## config.mk

```make
export PLATFORM = sky130hd
export DESIGN_NAME = pwm_duty_slew_ramp_unit
export DESIGN_NICKNAME = d
export VERILOG_FILES = /design/src/rtl/pdsr_pkg.sv /design/src/rtl/pdsr_div.sv /design/src/rtl/pdsr_dp.sv /design/src/rtl/pdsr_ctrl.sv /design/src/rtl/pwm_duty_slew_ramp_unit.sv
export SDC_FILE = /design/constraint.sdc
export NUM_CORES = 1
export LEC_CHECK = 0
export BUFFER_PORTS_ARGS = -buffer_cell sky130_fd_sc_hd__buf_2
export CAP_MARGIN = 20
export CORE_UTILIZATION = 35
export DETAILED_ROUTE_END_ITERATION = 6
export GPL_ROUTABILITY_DRIVEN = 0
export SYNTH_ARGS = -nofsm -noshare
export SYNTH_HDL_FRONTEND = slang
export SYNTH_SLANG_ARGS = --single-unit
```

## constraint.sdc

```tcl
create_clock -name clk -period 13.1 [get_ports clk]
set_input_delay 0.655 -clock clk [delete_from_list [all_inputs] [get_ports clk]]
set_output_delay 0.655 -clock clk [all_outputs]
set_load 0.02 [all_outputs]
```

## src/rtl/pdsr_pkg.sv

```systemverilog
`timescale 1ns / 1ps
// ----------------------------------------------------------------------------
// pdsr_pkg: shared types and constants of the duty slew ramp unit
// Holds the field widths, register indexes, the command and status words
// between controller and datapath, and their codes.
// ----------------------------------------------------------------------------
package pdsr_pkg;

	localparam int DUTY_W    = 16;
	localparam int SPAN_W    = 32;
	localparam int CFG_IDX_W = 2;
	localparam int DIV_CNT_W = 6;

	// Register indexes on the configuration port.
	localparam logic [CFG_IDX_W-1:0] REG_FULL_SCALE = 2'd0;
	localparam logic [CFG_IDX_W-1:0] REG_RAMP_UP    = 2'd1;
	localparam logic [CFG_IDX_W-1:0] REG_RAMP_DOWN  = 2'd2;
	localparam logic [CFG_IDX_W-1:0] REG_TICK       = 2'd3;

	// How a word updates the duty.
	localparam logic [1:0] KIND_KEEP = 2'd0;
	localparam logic [1:0] KIND_JUMP = 2'd1;
	localparam logic [1:0] KIND_STEP = 2'd2;
	localparam logic [1:0] KIND_SLOW = 2'd3;

	// Divider operand selection.
	localparam logic [1:0] SRC_STEP = 2'd0;
	localparam logic [1:0] SRC_UNIT = 2'd1;
	localparam logic [1:0] SRC_NEED = 2'd2;

	typedef struct packed {
		logic       load;
		logic       classify;
		logic       div_start;
		logic [1:0] div_src;
		logic       apply;
		logic [1:0] kind;
	} pdsr_cmd_t;

	typedef struct packed {
		logic equal;
		logic jump;
		logic step_case;
		logic div_busy;
	} pdsr_stat_t;

endpackage

```

## src/rtl/pdsr_div.sv

```systemverilog
`timescale 1ns / 1ps
// ----------------------------------------------------------------------------
// pdsr_div: restoring divider, one quotient bit per cycle
// Divides a 32-bit dividend by a 16-bit divisor, or only the upper
// 16 dividend bits. A zero divisor yields an all-ones quotient.
// ----------------------------------------------------------------------------
module pdsr_div
	import pdsr_pkg::*;
(
	input  logic              clk,
	input  logic              arst_n,
	input  logic              start,
	input  logic              wide,
	input  logic [SPAN_W-1:0] dividend,
	input  logic [DUTY_W-1:0] divisor,
	output logic              busy,
	output logic [SPAN_W-1:0] quotient
);

	logic [DIV_CNT_W-1:0] cnt_q;
	logic [SPAN_W-1:0]    num_q;
	logic [DUTY_W-1:0]    den_q;
	logic [DUTY_W-1:0]    rem_q;
	logic [DUTY_W:0]      trial;
	logic                 fits;

	assign trial = {rem_q, num_q[SPAN_W-1]};
	assign fits  = trial >= {1'b0, den_q};
	assign busy  = (cnt_q != '0);
	assign quotient = num_q;

	always_ff @(posedge clk or negedge arst_n) begin
		if (!arst_n) begin
			cnt_q <= '0;
		end else if (start) begin
			cnt_q <= wide ? DIV_CNT_W'(SPAN_W) : DIV_CNT_W'(DUTY_W);
		end else if (busy) begin
			cnt_q <= cnt_q - DIV_CNT_W'(1);
		end
	end

	always_ff @(posedge clk) begin
		if (start) begin
			num_q <= dividend;
			den_q <= divisor;
			rem_q <= '0;
		end else if (busy) begin
			num_q <= {num_q[SPAN_W-2:0], fits};
			rem_q <= fits ? DUTY_W'(trial - {1'b0, den_q}) : trial[DUTY_W-1:0];
		end
	end

endmodule

```

## src/rtl/pdsr_dp.sv

```systemverilog
`timescale 1ns / 1ps
// ----------------------------------------------------------------------------
// pdsr_dp: datapath of the duty slew ramp unit
// Holds the configuration registers, the duty and tick counter state, the
// word being worked on, the shared divider and the update logic.
// ----------------------------------------------------------------------------
module pdsr_dp
	import pdsr_pkg::*;
(
	input  logic                 clk,
	input  logic                 arst_n,
	input  logic                 cfg_write,
	input  logic [CFG_IDX_W-1:0] cfg_index,
	input  logic [DUTY_W-1:0]    cfg_data,
	input  logic [DUTY_W-1:0]    duty_req,
	input  pdsr_cmd_t            cmd,
	output pdsr_stat_t           stat,
	output logic [DUTY_W-1:0]    duty,
	output logic                 moving
);

	logic [DUTY_W-1:0] full_scale_q;
	logic [DUTY_W-1:0] ramp_up_q;
	logic [DUTY_W-1:0] ramp_down_q;
	logic [DUTY_W-1:0] tick_q;
	logic [DUTY_W-1:0] duty_q;
	logic [DUTY_W-1:0] cnt_q;
	logic              moving_q;
	logic [DUTY_W-1:0] tgt_q;
	logic [SPAN_W-1:0] span_q;
	logic              up_dir_q;

	logic              up_dir;
	logic [DUTY_W-1:0] rt;
	logic              div_busy;
	logic              div_wide;
	logic [SPAN_W-1:0] div_num;
	logic [DUTY_W-1:0] div_den;
	logic [SPAN_W-1:0] quo;
	logic [DUTY_W-1:0] step;
	logic [DUTY_W:0]   sum;
	logic [DUTY_W-1:0] diff;
	logic [DUTY_W-1:0] cnt_inc;
	logic [DUTY_W-1:0] duty_d;
	logic [DUTY_W-1:0] cnt_d;

	// Classification of the word against the current duty.
	assign up_dir = tgt_q > duty_q;
	assign rt     = up_dir ? ramp_up_q : ramp_down_q;

	assign stat.equal     = (tgt_q == duty_q);
	assign stat.jump      = (rt == '0) || (rt <= tick_q);
	assign stat.step_case = {{(SPAN_W-DUTY_W){1'b0}}, rt} <= span_q;
	assign stat.div_busy  = div_busy;

	always_comb begin
		div_wide = 1'b0;
		div_num  = '0;
		div_den  = '0;
		case (cmd.div_src)
			SRC_STEP: begin
				div_wide = 1'b1;
				div_num  = span_q;
				div_den  = rt;
			end
			SRC_UNIT: begin
				div_num = {rt, {DUTY_W{1'b0}}};
				div_den = full_scale_q;
			end
			SRC_NEED: begin
				div_num = {quo[DUTY_W-1:0], {DUTY_W{1'b0}}};
				div_den = tick_q;
			end
			default: begin
				div_num = '0;
			end
		endcase
	end

	pdsr_div u_div (
		.clk      (clk),
		.arst_n   (arst_n),
		.start    (cmd.div_start),
		.wide     (div_wide),
		.dividend (div_num),
		.divisor  (div_den),
		.busy     (div_busy),
		.quotient (quo)
	);

	// Duty and counter update for the selected case.
	assign step    = quo[DUTY_W-1:0];
	assign sum     = {1'b0, duty_q} + {1'b0, step};
	assign diff    = duty_q - step;
	assign cnt_inc = cnt_q + DUTY_W'(1);

	always_comb begin
		duty_d = duty_q;
		cnt_d  = cnt_q;
		case (cmd.kind)
			KIND_KEEP: begin
				duty_d = duty_q;
			end
			KIND_JUMP: begin
				duty_d = tgt_q;
			end
			KIND_STEP: begin
				if ({1'b0, tgt_q} >= sum) begin
					duty_d = sum[DUTY_W-1:0];
				end else if ((duty_q >= step) && (tgt_q <= diff)) begin
					duty_d = diff;
				end else begin
					duty_d = tgt_q;
				end
			end
			KIND_SLOW: begin
				if (cnt_inc >= step) begin
					duty_d = up_dir_q ? duty_q + DUTY_W'(1) : duty_q - DUTY_W'(1);
					cnt_d  = '0;
				end else begin
					cnt_d = cnt_inc;
				end
			end
			default: begin
				duty_d = duty_q;
			end
		endcase
	end

	always_ff @(posedge clk or negedge arst_n) begin
		if (!arst_n) begin
			full_scale_q <= DUTY_W'(1000);
			ramp_up_q    <= '0;
			ramp_down_q  <= '0;
			tick_q       <= DUTY_W'(1);
		end else if (cfg_write) begin
			case (cfg_index)
				REG_FULL_SCALE: full_scale_q <= cfg_data;
				REG_RAMP_UP:    ramp_up_q    <= cfg_data;
				REG_RAMP_DOWN:  ramp_down_q  <= cfg_data;
				REG_TICK:       tick_q       <= cfg_data;
				default:        tick_q       <= tick_q;
			endcase
		end
	end

	always_ff @(posedge clk or negedge arst_n) begin
		if (!arst_n) begin
			duty_q   <= '0;
			cnt_q    <= '0;
			moving_q <= 1'b0;
		end else if (cmd.apply) begin
			duty_q   <= duty_d;
			cnt_q    <= cnt_d;
			moving_q <= (cmd.kind != KIND_KEEP);
		end
	end

	always_ff @(posedge clk) begin
		if (cmd.load) begin
			tgt_q  <= (duty_req > full_scale_q) ? full_scale_q : duty_req;
			span_q <= tick_q * full_scale_q;
		end
		if (cmd.classify) begin
			up_dir_q <= up_dir;
		end
	end

	assign duty   = duty_q;
	assign moving = moving_q;

endmodule

```

## src/rtl/pdsr_ctrl.sv

```systemverilog
`timescale 1ns / 1ps
// ----------------------------------------------------------------------------
// pdsr_ctrl: controller of the duty slew ramp unit
// Sequences load, classification, divisions and update of one word, and
// owns the handshakes of both channels.
// ----------------------------------------------------------------------------
module pdsr_ctrl
	import pdsr_pkg::*;
(
	input  logic       clk,
	input  logic       arst_n,
	input  logic       in_valid,
	output logic       in_ready,
	output logic       out_valid,
	input  logic       out_ready,
	input  pdsr_stat_t stat,
	output pdsr_cmd_t  cmd
);

	localparam logic [2:0] S_IDLE  = 3'd0;
	localparam logic [2:0] S_CLASS = 3'd1;
	localparam logic [2:0] S_DIV1  = 3'd2;
	localparam logic [2:0] S_DIV2  = 3'd3;
	localparam logic [2:0] S_APPLY = 3'd4;

	logic [2:0] state_q;
	logic [2:0] state_d;
	logic [1:0] kind_q;
	logic [1:0] kind_d;
	logic       out_valid_q;
	logic       out_free;

	assign in_ready  = (state_q == S_IDLE);
	assign out_valid = out_valid_q;
	assign out_free  = !out_valid_q || out_ready;

	always_comb begin
		cmd      = '0;
		cmd.kind = kind_q;
		state_d  = state_q;
		kind_d   = kind_q;
		case (state_q)
			S_IDLE: begin
				if (in_valid) begin
					cmd.load = 1'b1;
					state_d  = S_CLASS;
				end
			end
			S_CLASS: begin
				cmd.classify = 1'b1;
				if (stat.equal) begin
					kind_d  = KIND_KEEP;
					state_d = S_APPLY;
				end else if (stat.jump) begin
					kind_d  = KIND_JUMP;
					state_d = S_APPLY;
				end else if (stat.step_case) begin
					cmd.div_start = 1'b1;
					cmd.div_src   = SRC_STEP;
					kind_d        = KIND_STEP;
					state_d       = S_DIV1;
				end else begin
					cmd.div_start = 1'b1;
					cmd.div_src   = SRC_UNIT;
					kind_d        = KIND_SLOW;
					state_d       = S_DIV1;
				end
			end
			S_DIV1: begin
				if (!stat.div_busy) begin
					if (kind_q == KIND_SLOW) begin
						cmd.div_start = 1'b1;
						cmd.div_src   = SRC_NEED;
						state_d       = S_DIV2;
					end else begin
						state_d = S_APPLY;
					end
				end
			end
			S_DIV2: begin
				if (!stat.div_busy) begin
					state_d = S_APPLY;
				end
			end
			S_APPLY: begin
				if (out_free) begin
					cmd.apply = 1'b1;
					state_d   = S_IDLE;
				end
			end
			default: begin
				state_d = S_IDLE;
			end
		endcase
	end

	always_ff @(posedge clk or negedge arst_n) begin
		if (!arst_n) begin
			state_q     <= S_IDLE;
			kind_q      <= KIND_KEEP;
			out_valid_q <= 1'b0;
		end else begin
			state_q <= state_d;
			kind_q  <= kind_d;
			if (cmd.apply) begin
				out_valid_q <= 1'b1;
			end else if (out_ready) begin
				out_valid_q <= 1'b0;
			end
		end
	end

endmodule

```

## src/rtl/pwm_duty_slew_ramp_unit.sv

```systemverilog
`timescale 1ns / 1ps
// Path: a word where the duty holds or jumps needs no division, a
// multi-unit step uses one 32-bit division, and the slow case uses two
// 16-bit divisions back to back on the one divider.
// Flow: one word at a time; the next word can be taken in the same cycle
// that a result is presented.
// Reset: duty, tick counter and handshakes clear; registers take defaults.
// ----------------------------------------------------------------------------
// pwm_duty_slew_ramp_unit: slew-rate limited PWM duty ramp
// Each input word carries a target duty. The target is clamped to full
// scale and the output duty moves toward it at a rate set by the ramp time.
// ----------------------------------------------------------------------------
module pwm_duty_slew_ramp_unit
	import pdsr_pkg::*;
(
	input  logic                 clk,
	input  logic                 arst_n,
	// Configuration write port: index 0 full scale, 1 ramp up time,
	// 2 ramp down time, 3 tick period.
	input  logic                 cfg_write,
	input  logic [CFG_IDX_W-1:0] cfg_index,
	input  logic [DUTY_W-1:0]    cfg_data,
	// Input channel.
	input  logic                 in_valid,
	output logic                 in_ready,
	input  logic [DUTY_W-1:0]    duty_req,
	// Output channel.
	output logic                 out_valid,
	input  logic                 out_ready,
	output logic [DUTY_W-1:0]    duty,
	output logic                 moving
);

	// The controller walks each word through load, classification, up to
	// two divisions and the final update. The datapath holds all state and
	// arithmetic; the two talk only through the command and status words.
	pdsr_cmd_t  cmd;
	pdsr_stat_t stat;

	pdsr_ctrl u_ctrl (
		.clk       (clk),
		.arst_n    (arst_n),
		.in_valid  (in_valid),
		.in_ready  (in_ready),
		.out_valid (out_valid),
		.out_ready (out_ready),
		.stat      (stat),
		.cmd       (cmd)
	);

	// The duty state register doubles as the output register. It is only
	// updated once the previous result has been taken, so a waiting result
	// never changes under the consumer, while the next word may already be
	// accepted and worked on.
	pdsr_dp u_dp (
		.clk         (clk),
		.arst_n      (arst_n),
		.cfg_write   (cfg_write),
		.cfg_index   (cfg_index),
		.cfg_data    (cfg_data),
		.duty_req    (duty_req),
		.cmd         (cmd),
		.stat        (stat),
		.duty        (duty),
		.moving      (moving)
	);

	// Only one word is in flight: the input closes right after an accept.
	a_one_word: assert property (@(posedge clk) disable iff (!arst_n)
		in_valid && in_ready |=> !in_ready)
		else $error("input accepted while a word is in flight");

	// The divider is idle whenever the block is ready for a new word.
	a_div_idle: assert property (@(posedge clk) disable iff (!arst_n)
		in_ready |-> !stat.div_busy)
		else $error("divider busy while idle");

	// The duty only changes together with a new result being presented.
	a_duty_result: assert property (@(posedge clk) disable iff (!arst_n)
		!$stable(duty) |-> out_valid)
		else $error("duty changed without a result");

	// An update never overwrites a result still waiting to be taken.
	a_no_overrun: assert property (@(posedge clk) disable iff (!arst_n)
		cmd.apply |-> !out_valid || out_ready)
		else $error("result overwritten before it was taken");

endmodule

```

* Word-level counts from Yosys, hierarchy flattened
Index checks and enable logic that the tools add are counted.
Word-level totals: register bits after elaboration 222, bits of input ports 39, output and inout bits 19
Operators by class: $add $sub $neg 7, multipliers 1, magnitude comparators 9, equal/unequal tests 18, multiplexer cells 41, bitwise operators 1, reductions and logical operators 20
Operators with widths (count):
- two-way mux 16 bit | 8
- case mux 16 bit (3 select lines) | 2
- case mux 32 bit (3 select lines) | 1
- two-way mux 32 bit | 2
- two-way mux 3 bit | 11
- adder 16 x 1 -> 16 bit (second input constant) | 2
- >= comparator 16 bit | 2
- > comparator 16 bit | 2
- less-or-equal comparator 16 bit | 2
- less-or-equal comparator 16 x 32 -> 1 bit | 1
- multiplier 16 x 16 -> 32 bit | 1
- subtractor 16 bit | 2
- two-way mux 6 bit | 3
- adder 16 x 16 -> 17 bit | 1
- >= comparator 16 x 17 -> 1 bit | 1
- >= comparator 17 x 16 -> 1 bit | 1
- == test 16 bit | 1
- zero test 16 bit | 1
- subtractor 16 x 1 -> 16 bit (second input constant) | 1
- case mux 3 bit (5 select lines) | 1
- == test 2 bit (second input constant) | 5
- two-way mux 1 bit | 10
- AND reduction 2 bit | 5
- == test 2 x 1 -> 1 bit (second input constant) | 3
- other kinds (18) | 28

* Longest topological paths before layout
depth in word-level cells 11, mapped depth 25

* By module
From an unflattened synthesis, not the netlist that was laid out.
Second synthesis, totals: cell total of the unflattened synthesis 2605, area total of the unflattened synthesis 24106.9 um2
Modules (own cells, without submodules):
- pdsr_dp | times used 1, cells each 2236, area each 19971.7 um2, sequential area each 3907.5 um2
- pdsr_div | times used 1, cells each 331, area each 3776.1 um2, sequential area each 1911.8 um2
- pdsr_ctrl | times used 1, cells each 38, area each 359.1 um2, sequential area each 150.1 um2

* Least setup slack after synthesis
No wires, ideal clock.
path type reg2reg, from register u_dp.full_scale_q[5], to register u_dp.span_q[31], data pin, arrival time 6292 ps, required time 12840 ps, path slack 6548 ps, stages on the path, launching flop included 25, path buffers 2, period minus slack after synthesis 6552 ps, path through dfstp_2 clkbuf_1 clkbuf_1 nand2_1 fa_1 inv_1 fa_1 inv_1 fa_1 inv_1 fa_1 inv_1 fa_1 inv_1 fa_1 ha_1 a21o_1 a21o_1 a21o_1 a31oi_1 a21oi_1 a2111oi_2 o31ai_1 a21oi_1 xnor2_1
On the way: longest elaborated chain between the ends 1
RTL lines:
- start, declared | line pdsr_dp.sv:22 | logic [DUTY_W-1:0] full_scale_q;
- start signal, assigned | line pdsr_dp.sv:138 | REG_FULL_SCALE: full_scale_q <= cfg_data;
- multiplier 16 x 16 -> 32 bit | line pdsr_dp.sv:162 | span_q <= tick_q * full_scale_q;
- end signal, assigned | line pdsr_dp.sv:162
- end, declared | line pdsr_dp.sv:30 | logic [SPAN_W-1:0] span_q;
Every way passes these cells. A chain may end at the register's enable or synchronous reset.

* Worst setup path after layout
from register u_dp.tick_q[5], to register u_dp.span_q[30], data pin
On the way: longest elaborated chain between the ends 1
RTL lines:
- start, declared | line pdsr_dp.sv:25 | logic [DUTY_W-1:0] tick_q;
- start signal, assigned | line pdsr_dp.sv:141 | REG_TICK: tick_q <= cfg_data;
- start signal, assigned | line pdsr_dp.sv:142 | default: tick_q <= tick_q;
- multiplier 16 x 16 -> 32 bit | line pdsr_dp.sv:162
Every way passes these cells.

==> flow_summary_export.csv <==
group,metric,value,unit
synthesis,synth_top_area_share,16.6,%
sta,clock_skew,0.0232,ns
routing,drt_iter0_markers,1616,
place,io_buffer_count,57,
floorplanning,dieArea,0.0695,mm^2
sta,max_clock_freq,135,MHz
grt,antenna_found_initial,2,
synthesis,synth_sequential_area_ratio,24.9,%
clock_tree,ctsResizeCount,0,
clock_tree,numCtsBuffers,28,
synthesis,synth-seq-cells,222,
synthesis,synth_edf_count,97,
clock_tree,cts_hold_buf,0,
routing,drtPass1Iterations,5,
grt,grt_pass1_wl,117,mm
grt,grt-busiest-layer,"met2",
clock_tree,cts.sinks,222,
grt,met2_usage,35.4,%
synthesis,synth_flop_cell,"dfrtp_1",
floorplanning,core_area,0.0674,mm^2
sta,hold_viol,0,
hold_path,hold_class,"in -> async",
layout,layout_common_cells,"inv_1 (378), nand2_1 (288), ha_1 (280)",
layout,post-route-util,38.6,%
critical_path,critical_path_required,13.42,ns
critical_path,crit_path_start_kind,"flip-flop",
grt,grtUsageMet3,3.75,%
layout,layout_commonest_cell,"inv_1",
layout,drive_gt1_share,9.78,%
synthesis,synth_area_per_cell,9.16,um^2
sta,min_period,7.41,ns
synthesis,syn-cell-area,0.0239,mm^2
sta,fin_tns_setup,0,ns
clock_tree,clk_path_buf_depth,3,
sta,rsz0062_at_grt,"no",
synthesis,synthCells,2613,
status,outcome,"finished clean",
clock_tree,post_cts.repair.setup_buffers,0,
routing,wl,75.7,mm
floorplanning,rows,95,
grt,grt_pass1_vias,19486,
clock_tree,cts_tree,"yes",
critical_path,crit_fanout,15,
layout,fillers,6788,
place,hpwl,59.6,mm
routing,vias_per_cell,5.47,
critical_path,path_class,"reg -> reg",
clock_tree,clkLatencyLatePin,0.59,ns
sta,fin_crit_sh,56.6,%
grt,grt_max_degree,71,
routing,drc,0,
sta,setup_viol,0,
grt,globalRouteOverflowTotal,0,
synthesis,synthTopCellsByArea,"fa_1 (17%), ha_1 (15%), edfxtp_1 (12%)",
routing,ant_nets,0,
critical_path,crit_arrival,7.73,ns
floorplanning,die_y,264,um
clock_tree,clkTransAtPathRegs,0.07,ns
synthesis,ys_types,93,
layout,syn_to_final_growth,8.66,%
floorplanning,die_w,264,um
place,pre_cts_slack,5.79,ns
sta,fin_ws,5.69,ns
synthesis,synth_nets,3130,
layout,fin_nets,3132,
routing,routedWlPerCell,21.6,um
grt,grt_usage,21.9,%
synthesis,async_flop_share,49.1,%
floorplanning,start_util,35.5,%
floorplanning,ioPinCount,58,
critical_path,cp-end-kind,"flip-flop",
synthesis,ys_warn_count,0,
clock_tree,cts_max_level,1,
synthesis,yosys.area.top_type,"fa_1",
flow_run,maxCapViolations,0,
sta,max_slew.worst_pin.slew,1.12,ns
sta,max_slew_margin,25.3,%
clock_tree,clock-root-buffer,"clkbuf_16",
grt,use_met1,29.8,%
sta,drv_slew,0,
routing,vias,19211,
[metrics by stage]
| step | area (um^2) | hold WS, ns | cells |
|---|---|---|---|
| final | 26000 | 0.147 | 3511 |
| after global placement | 25000 | 0.444 | 3457 |
| after global routing | 26000 | 0.194 | 3510 |
| after CTS | 26000 | 0.206 | 3509 |
| after floorplan | 23900 | 0.359 | 2613 |
| after detailed placement | 25000 | 0.456 | 3457 |
[kinds of logic after synthesis]
family	after synthesis	share of synthesized area, %
compound gates	522	14.4
xor+xnor	91	3.33
flops	222	24.9
fa+ha+maj	478	31.2
buf+inv	489	7.94
mux	95	4.44
simple gates	716	13.7
[cell usage after synthesis, types with 26 or more instances]
cell / n
edfxtp_1: 97
nand3_1: 32
clkbuf_1: 76
nor3_1: 36
dfrtp_1: 102
mux2_2: 84
inv_1: 378
o21ai_0: 115
fa_1: 198
ha_1: 280
and2_1: 26
xor2_1: 32
a21oi_1: 115
a211oi_1: 29
a21o_1: 54
o22ai_1: 35
nor2_1: 185
nand2_1: 288
xnor2_1: 59
[worst paths after layout]
check	start	endpoint	depth (start not counted)	slack (ns)
worst max-delay path	u_dp.tick_q[5]	u_dp.span_q[30]	20	5.69
worst min-delay path	arst_n	u_dp.duty[3]	1	0.15
worst max register to register	u_dp.tick_q[5]	u_dp.span_q[30]	20	5.69
worst min register to register	u_dp.u_div.rem_q[15]	u_dp.u_div.rem_q[15]	2	0.46
max in group asynchronous	arst_n	u_dp.ramp_down_q[11]	2	11.54
min in group clk	cfg_data[9]	u_dp.full_scale_q[9]	3	0.34
[state kept, by name, summed over array words and instances (netlist names), 2 cells and up]
signal               cells
u_dp.tgt_q              16
u_dp.duty               16
u_ctrl.state_q           3
u_dp.u_div.quotient     32
u_dp.u_div.rem_q        16
u_dp.u_div.cnt_q         6
u_dp.span_q             32
u_ctrl.kind_q            2
u_dp.tick_q             16
u_dp.cnt_q              16
u_dp.full_scale_q       16
u_dp.u_div.den_q        16
u_dp.ramp_up_q          16
u_dp.ramp_down_q        16
[worst max-delay path: stages (launching register included)]
cell	delay, ns
dfrtp_1	0.93
nand2_1	0.18
fa_1	0.57
inv_1	0.05
fa_1	0.53
inv_1	0.05
fa_1	0.51
fa_1	0.44
fa_1	0.59
inv_1	0.07
fa_1	0.51
ha_1	0.39
and3_1	0.20
o2111ai_1	0.11
o21ai_0	0.46
a22oi_1	0.18
nor4b_1	0.19
nor3_1	0.58
a211oi_1	0.21
o21ai_0	0.29
xor2_1	0.11
[routing by layer]
metal / part of all wire [%] / wire length [um]
met4: 3.4 / 2550
met3: 8.4 / 6340
met5: 0 / 0
met1: 43 / 32600
met2: 45 / 34200
[area by class of cell]
cell class / count / area, um^2 / share of cell area, %
Sequential cell: 222 / 5970 / 22.9
Clock buffer: 32 / 747 / 2.87
Tap cell: 873 / 1090 / 4.20
Multi-Input combinational cell: 1902 / 16100 / 61.9
Inverter: 386 / 1450 / 5.58
Timing Repair Buffer: 75 / 427 / 1.64
Clock inverter: 20 / 231 / 0.890
Antenna cell: 1 / 2.50 / 0.00962
Power is left out: the tool's default activity adds up to more than one toggle a clock period on the data nets, which glitch-free logic cannot reach.
